### src/rope_pkg.sv
// ----------------------------------------------------------------------------
// rope_pkg
// Shared types and constants of the rotary position embedding block.
// ----------------------------------------------------------------------------
package rope_pkg;

  localparam int SAMPLE_BITS = 16;
  localparam int TRIG_BITS   = 16;
  localparam int INDEX_BITS  = 7;
  localparam int POS_BITS    = 10;
  localparam int FREQ_BITS   = 6;
  localparam int HALF_BITS   = 7;
  localparam int CFG_BITS    = 7;
  localparam int CFG_IDX_BITS = 1;
  localparam int PROD_BITS   = SAMPLE_BITS + TRIG_BITS;
  localparam int FRAC_BITS   = 15;

  typedef logic signed [SAMPLE_BITS-1:0] sample_t;
  typedef logic signed [TRIG_BITS-1:0]   trig_t;
  typedef logic signed [PROD_BITS-1:0]   prod_t;
  typedef logic [INDEX_BITS-1:0]         index_t;

  localparam logic CMD_LOAD   = 1'b0;
  localparam logic CMD_ROTATE = 1'b1;

  localparam logic [CFG_IDX_BITS-1:0] CFG_NEOX_LAYOUT = 1'b0;
  localparam logic [CFG_IDX_BITS-1:0] CFG_HALF_DIM    = 1'b1;

  // control that travels alongside the sample data through the pipeline
  typedef struct packed {
    logic   valid;
    logic   range_err;
    index_t idx_a;
    index_t idx_b;
  } rope_ctrl_t;

endpackage

### src/rope_datapath.sv
// ----------------------------------------------------------------------------
// rope_datapath
// Rotation arithmetic: product stage, then sum, round, saturate and the
// output register.
// ----------------------------------------------------------------------------
module rope_datapath (
  input  logic                 clk,
  input  logic                 rst_n,
  input  logic                 en,
  input  rope_pkg::rope_ctrl_t ctrl_in,
  input  rope_pkg::sample_t    value_a,
  input  rope_pkg::sample_t    value_b,
  input  rope_pkg::trig_t      sin_val,
  input  rope_pkg::trig_t      cos_val,
  output rope_pkg::rope_ctrl_t ctrl_out,
  output rope_pkg::sample_t    rotated_a,
  output rope_pkg::sample_t    rotated_b
);
  import rope_pkg::*;

  localparam int ACC_BITS = PROD_BITS + 2;
  localparam int Q_BITS   = ACC_BITS - FRAC_BITS;
  localparam logic signed [Q_BITS-1:0] SAT_HI =
    Q_BITS'((64'sd1 <<< (SAMPLE_BITS - 1)) - 64'sd1);
  localparam logic signed [Q_BITS-1:0] SAT_LO =
    Q_BITS'(-(64'sd1 <<< (SAMPLE_BITS - 1)));
  localparam logic signed [ACC_BITS-1:0] HALF_LSB =
    ACC_BITS'(64'sd1 <<< (FRAC_BITS - 1));

  rope_ctrl_t ctrl2_r;
  prod_t      prod_ac_r, prod_bs_r, prod_bc_r, prod_as_r;
  rope_ctrl_t ctrl3_r;
  sample_t    rot_a_r, rot_b_r;

  logic signed [ACC_BITS-1:0] acc_a, acc_b;
  sample_t                    rot_a_nxt, rot_b_nxt;

  function automatic sample_t round_sat(input logic signed [ACC_BITS-1:0] acc);
    logic signed [ACC_BITS-1:0] biased;
    logic signed [Q_BITS-1:0]   q;
    sample_t                    res;
    biased = acc + HALF_LSB;
    q = Q_BITS'(biased >>> FRAC_BITS);
    if (q > SAT_HI) begin
      res = SAT_HI[SAMPLE_BITS-1:0];
    end else if (q < SAT_LO) begin
      res = SAT_LO[SAMPLE_BITS-1:0];
    end else begin
      res = q[SAMPLE_BITS-1:0];
    end
    return res;
  endfunction

  always_ff @(posedge clk) begin
    if (!rst_n) begin
      ctrl2_r.valid <= 1'b0;
      ctrl3_r.valid <= 1'b0;
    end else if (en) begin
      ctrl2_r.valid     <= ctrl_in.valid;
      ctrl3_r.valid     <= ctrl2_r.valid;
      ctrl2_r.range_err <= ctrl_in.range_err;
      ctrl2_r.idx_a     <= ctrl_in.idx_a;
      ctrl2_r.idx_b     <= ctrl_in.idx_b;
      ctrl3_r.range_err <= ctrl2_r.range_err;
      ctrl3_r.idx_a     <= ctrl2_r.range_err ? '0 : ctrl2_r.idx_a;
      ctrl3_r.idx_b     <= ctrl2_r.range_err ? '0 : ctrl2_r.idx_b;
    end
  end

  always_ff @(posedge clk) begin
    if (en) begin
      prod_ac_r         <= value_a * cos_val;
      prod_bs_r         <= value_b * sin_val;
      prod_bc_r         <= value_b * cos_val;
      prod_as_r         <= value_a * sin_val;
      rot_a_r           <= rot_a_nxt;
      rot_b_r           <= rot_b_nxt;
    end
  end

  always_comb begin
    acc_a = ACC_BITS'(prod_ac_r) - ACC_BITS'(prod_bs_r);
    acc_b = ACC_BITS'(prod_bc_r) + ACC_BITS'(prod_as_r);
    rot_a_nxt = ctrl2_r.range_err ? '0 : round_sat(acc_a);
    rot_b_nxt = ctrl2_r.range_err ? '0 : round_sat(acc_b);
  end

  assign ctrl_out  = ctrl3_r;
  assign rotated_a = rot_a_r;
  assign rotated_b = rot_b_r;

endmodule

### config.mk
export PLATFORM = sky130hd
export DESIGN_NAME = rope_datapath
export DESIGN_NICKNAME = d
export VERILOG_FILES = /design/src/rope_pkg.sv /design/src/rope_datapath.sv
export SDC_FILE = /design/constraint.sdc
export NUM_CORES = 2
export LEC_CHECK = 0
export BUFFER_PORTS_ARGS = -buffer_cell sky130_fd_sc_hd__buf_4
export CAP_MARGIN = 15
export CORE_MARGIN = 2
export CORE_UTILIZATION = 40
export CTS_CLUSTER_SIZE = 10
export DETAILED_ROUTE_END_ITERATION = 7
export GPL_ROUTABILITY_DRIVEN = 0
export MAX_ROUTING_LAYER = met4
export PLACE_DENSITY = 0.63
export REMOVE_ABC_BUFFERS = 1
export SYNTH_ARGS = -nofsm -noshare
export SYNTH_HDL_FRONTEND = slang
export SYNTH_SLANG_ARGS = --single-unit
export TNS_END_PERCENT = 50
### constraint.sdc
create_clock -name clk -period 7.26 [get_ports clk]
set_input_delay 1.452 -clock clk [delete_from_list [all_inputs] [get_ports clk]]
set_output_delay 1.452 -clock clk [all_outputs]
set_load 0.01 [all_outputs]
# Word level (Yosys, flattened, before mapping)
# Index checks and enable logic that the tools add are counted.
[word_totals]
regBits = 192
out_inout_bits = 48
memories = 0
ram_bits = 0
latchBits = 0
word_cells = 35
mem_bits_ro = 0
inputBits = 83
[op_classes]
eq_ne = 0
div_mod_pow = 0
n_addsub = 4
muxes = 4
bitwise = 0
shifts = 0
reduce_logical = 3
magnitude_cmp = 4
multipliers = 4
[ops]
columns = ["operator", "n"]
rows = [
  ["$mul A16 B16 Y32", 4],
  ["$add A33 B16 Y34 const B", 2],
  ["$gt A19 B16 Y1 const B", 2],
  ["$lt A19 B16 Y1 const B", 2],
  ["$add A32 B32 Y33", 1],
  ["$sub A32 B32 Y33", 1],
  ["$mux W16", 2],
  ["$mux W15", 2],
  ["$reduce_or A2 Y1", 2],
  ["$reduce_and A2 Y1", 1],
]

# Depth between registers and ports, before layout
[logic_depth]
ltp_word = 5
mapped_depth = 25
ltp_nobuf = 24

# Worst setup path after synthesis
# OpenSTA, ideal clock, no wires.
[synth_timing]
path_kind = "input to register"
from = "input value_b[7]"
to = "register prod_bs_r[24], data pin"
stages = 24
setup_time_ns = 0.258
t_required_ns = 7.002
path_buffers = 2
t_arrival_ns = 7.050
setup_slack_ns = -0.047
path_cell_list = "clkbuf_1 > nand2_1 > fa_1 > inv_1 > fa_1 > inv_1 > fa_1 > inv_1 > fa_1 > fa_1 > inv_1 > fa_1 > inv_1 > ha_1 > clkbuf_1 > a21o_1 > a211o_1 > a31o_2 > a21o_1 > a221oi_2 > o21ai_1 > a31o_2 > a21oi_1 > xnor2_1"
[synth_between]
elab_chain_len = 1
[synth_lines]
columns = ["element", "line", "rtl"]
rows = [
  ["start, declared", "rope_datapath.sv:12", "input rope_pkg::sample_t value_b,"],
  ["$mul A16 B16 Y32", "rope_datapath.sv:73", "prod_bs_r <= value_b * sin_val;"],
  ["end signal, assigned", "rope_datapath.sv:73", ""],
  ["end, declared", "rope_datapath.sv:31", "prod_t prod_ac_r, prod_bs_r, prod_bc_r, prod_as_r;"],
]
# Every way passes these cells.
# A chain may end at the register's enable or synchronous reset.

# Worst setup path after layout
[layout_timing]
from = "input value_b[7]"
to = "register prod_bc_r[24], data pin"
[layout_between]
elab_chain_len = 1
[layout_lines]
columns = ["element", "line", "rtl"]
rows = [
  ["$mul A16 B16 Y32", "rope_datapath.sv:74", "prod_bc_r <= value_b * cos_val;"],
  ["end signal, assigned", "rope_datapath.sv:74", ""],
  ["end, declared", "rope_datapath.sv:31", ""],
]
# Every way passes these cells.

==> summary.log <==
qor: synth.syn_area 48950 um2
qor: synth.ys_ff_latch 192
qor: route.drt-total-wl 121300 um
qor: setup_path.worstSetupEndpointType flop
qor: clock_network.tritoncts done
qor: synth.synth_flop_cell sky130_fd_sc_hd__edfxtp_1
qor: clock_network.clockRootBuffer sky130_fd_sc_hd__clkbuf_16
qor: timing.post-route-period-util 0.9709
qor: die.coreArea 121600 um2
qor: timing.slew_headroom 0.4191
qor: grt.grt_first_pass_wirelength 200200 um
qor: final_layout.layout_net_count 7028
qor: setup_path.worstPathArrival 7.32 ns
qor: clock_network.hold_buffer_count_at_cts 0
qor: die.dieWidth 353.8 um
qor: setup_path.worst_setup_path_start_kind input port
qor: clock_network.h-tree-depth 4
qor: clock_network.worst_skew_pair.late_latency 0.52 ns
qor: die.die_h 353.8 um
qor: route.avgViaCountPerCell 4.934
qor: run_status.status finished clean
qor: grt.grt_antenna_before_repair 4
qor: synth.synth.yosys.warnings 0
qor: die.std_cell_rows 128
qor: grt.vias_in_the_first_global_route 37386
qor: route.routed-via-count 34974
qor: synth.postSynthCellCount 5067
qor: clock_network.clock_sinks 192
qor: synth.post_synth_num_cell_types 86
qor: grt.grt_overflow_total 0
qor: route.drtAntennaViolNets 0
qor: timing.post-route-min-period 7.049 ns
qor: grt.gr-usage-all-layers 0.2101
qor: clock_network.cts_buffers 17
qor: timing.finalHoldViolations 0
qor: setup_path.timing_worst_setup_path_type input port to flop
qor: grt.grt_max_degree 65
qor: timing.fin_skew 0.01682 ns
qor: placement.place_inst 7050
qor: setup_path.crit_path_max_fanout 7
qor: die.i_o_pins 131
qor: run.count_of_max_cap_constraint_violations 0
qor: synth.synth-async-reset-ratio 0
qor: die.dieArea 125200 um2
qor: synth.share_of_synthesized_area_occupied_by_flip_flops_and_latches 0.1174
qor: timing.setup_viol 0
qor: final_layout.post_route_cells_drive_above_1_share 0.1180
qor: route.drt_pre_antenna_iters 5
qor: setup_path.worst-endpoint-required 7.53 ns
qor: timing.worst_pin_slew 0.8713 ns
qor: timing.timing.fmax 0.1419 GHz
qor: clock_network.clkTransAtPathRegs 0.08 ns
qor: synth.avgSynthCellArea 9.661 um2
qor: synth.synth-edff-count 190
qor: route.routedWlPerCell 17.11 um
qor: placement.dpl_wire_length 104600 um
qor: final_layout.layoutNonFillerInstCount 7088
qor: timing.maxSlewViolCount 0
qor: hold_path.hold_path.class flop to flop
qor: route.post-route-drc-count 0
qor: final_layout.areaGrowthSynthToFinish 13.00%
qor: placement.port_buffers 130
qor: die.initial_core_util 0.4027
qor: route.drt-initial-drc-count 2006
qor: clock_network.clk_path_buf_depth 2
qor: timing.setup_tns 0 ns
==> critical path: stages <==
cell and delay, ns:
sky130_fd_sc_hd__buf_4 0.19, sky130_fd_sc_hd__buf_4 0.18, sky130_fd_sc_hd__and2_1 0.17, sky130_fd_sc_hd__fa_1 0.54, sky130_fd_sc_hd__inv_1 0.05, sky130_fd_sc_hd__fa_1 0.46
sky130_fd_sc_hd__fa_1 0.51, sky130_fd_sc_hd__fa_1 0.54, sky130_fd_sc_hd__inv_1 0.05, sky130_fd_sc_hd__fa_1 0.49, sky130_fd_sc_hd__fa_1 0.41, sky130_fd_sc_hd__ha_1 0.31
sky130_fd_sc_hd__a21o_1 0.17, sky130_fd_sc_hd__a21o_1 0.17, sky130_fd_sc_hd__a21o_1 0.17, sky130_fd_sc_hd__a211oi_1 0.26, sky130_fd_sc_hd__o21ai_1 0.13, sky130_fd_sc_hd__a221oi_1 0.30
sky130_fd_sc_hd__buf_4 0.18, sky130_fd_sc_hd__o21ai_0 0.12, sky130_fd_sc_hd__nor4_1 0.21, sky130_fd_sc_hd__nor3_1 0.11, sky130_fd_sc_hd__xor2_1 0.15
==> Yosys cell counts (44+ instances only) <==
library cell | number | area (um2)
sky130_fd_sc_hd__o21ai_0 | 66 | 330.3
sky130_fd_sc_hd__and2_1 | 498 | 3115
sky130_fd_sc_hd__inv_1 | 1209 | 4538
sky130_fd_sc_hd__edfxtp_1 | 190 | 5705
sky130_fd_sc_hd__xor2_1 | 44 | 385.4
sky130_fd_sc_hd__a21o_1 | 75 | 563.0
sky130_fd_sc_hd__fa_1 | 1048 | 20980
sky130_fd_sc_hd__clkbuf_1 | 197 | 739.5
sky130_fd_sc_hd__a21oi_1 | 138 | 690.7
sky130_fd_sc_hd__nor2_1 | 121 | 454.2
sky130_fd_sc_hd__nand2_1 | 542 | 2034
sky130_fd_sc_hd__ha_1 | 452 | 5655
sky130_fd_sc_hd__xnor2_1 | 127 | 1112
==> kinds of logic after synthesis <==
family          synth area share
mux                    0.0008179
fa+ha+maj                 0.5441
compound gates           0.06323
flops                     0.1174
simple gates              0.1351
buf+inv                   0.1088
xor+xnor                 0.03059
==> state kept, by name (all words and copies together) (netlist names) <==
name,flops
prod_ac_r,32
rotated_a,16
rotated_b,16
prod_bc_r,32
ctrl2_r,16
ctrl_out,16
prod_bs_r,32
prod_as_r,32
==> cell usage in the layout (no fill, tap or decap), types with 32 or more instances in the layout <==
| master | instances |
|---|---|
| sky130_fd_sc_hd__buf_4 | 543 |
| sky130_fd_sc_hd__inv_1 | 1209 |
| sky130_fd_sc_hd__a21o_1 | 75 |
| sky130_fd_sc_hd__xnor2_1 | 127 |
| sky130_fd_sc_hd__a21oi_1 | 135 |
| sky130_fd_sc_hd__o21ai_0 | 63 |
| sky130_fd_sc_hd__and2_1 | 498 |
| sky130_fd_sc_hd__nand2b_1 | 32 |
| sky130_fd_sc_hd__ha_1 | 452 |
| sky130_fd_sc_hd__xor2_1 | 44 |
| sky130_fd_sc_hd__fa_1 | 1046 |
| sky130_fd_sc_hd__edfxtp_1 | 190 |
| sky130_fd_sc_hd__nor2_1 | 121 |
| sky130_fd_sc_hd__nand2_1 | 542 |
==> stage by stage <==
step	hold WS, ns	util	worst slack [ns]	cell area [um2]
finish	0.5308	0.4551	0.2112	55320
global route	0.5453	0.4551	-0.01132	55310
CTS	0.5291	0.4545	0.1972	55250
detailed placement	0.5044	0.4497	-0.3740	54670
global placement	0.4926	0.4497	-0.3132	54670
floorplan	0.4824	-	0.1932	48170
==> area by class of cell <==
cell class / instances / area (um2)
multi-input combinational: 3461 / 37930
tap: 1625 / 2033
timing repair buffer: 564 / 4479
sequential: 192 / 5746
clock buffer: 18 / 429.2
fill: 11530 / 66240
inverter: 1209 / 4538
antenna: 5 / 12.51
clock inverter: 14 / 155.1
==> final timing paths <==
kind	from	cells after the start	end	slack (ns)
min	ctrl_out[15]	2	ctrl_out[15]	0.53
max	value_b[7]	23	prod_bc_r[24]	0.21
max reg2reg	prod_bc_r[12]	12	rotated_b[14]	3.14
min reg2reg	ctrl_out[15]	2	ctrl_out[15]	0.53
==> metal layers <==
metal,global-route usage,up-vias,share of wire
met4,0.07370,0,0.036
met3,0.02686,154,0.054
li1,-,16060,-
met1,0.2661,17855,0.42
met5,-,-,0
met2,0.3467,905,0.49
==> timing repair <==
| action | 4_1_cts | 5_1_grt |
|---|---|---|
| endpoints found under the setup margin | 0 | 9 |
| buffers inserted | 0 | 1 |
| resized for setup | 0 | 13 |
Power is left out: the tool's default activity adds up to more than one toggle a clock period on the data nets, which glitch-free logic cannot reach.
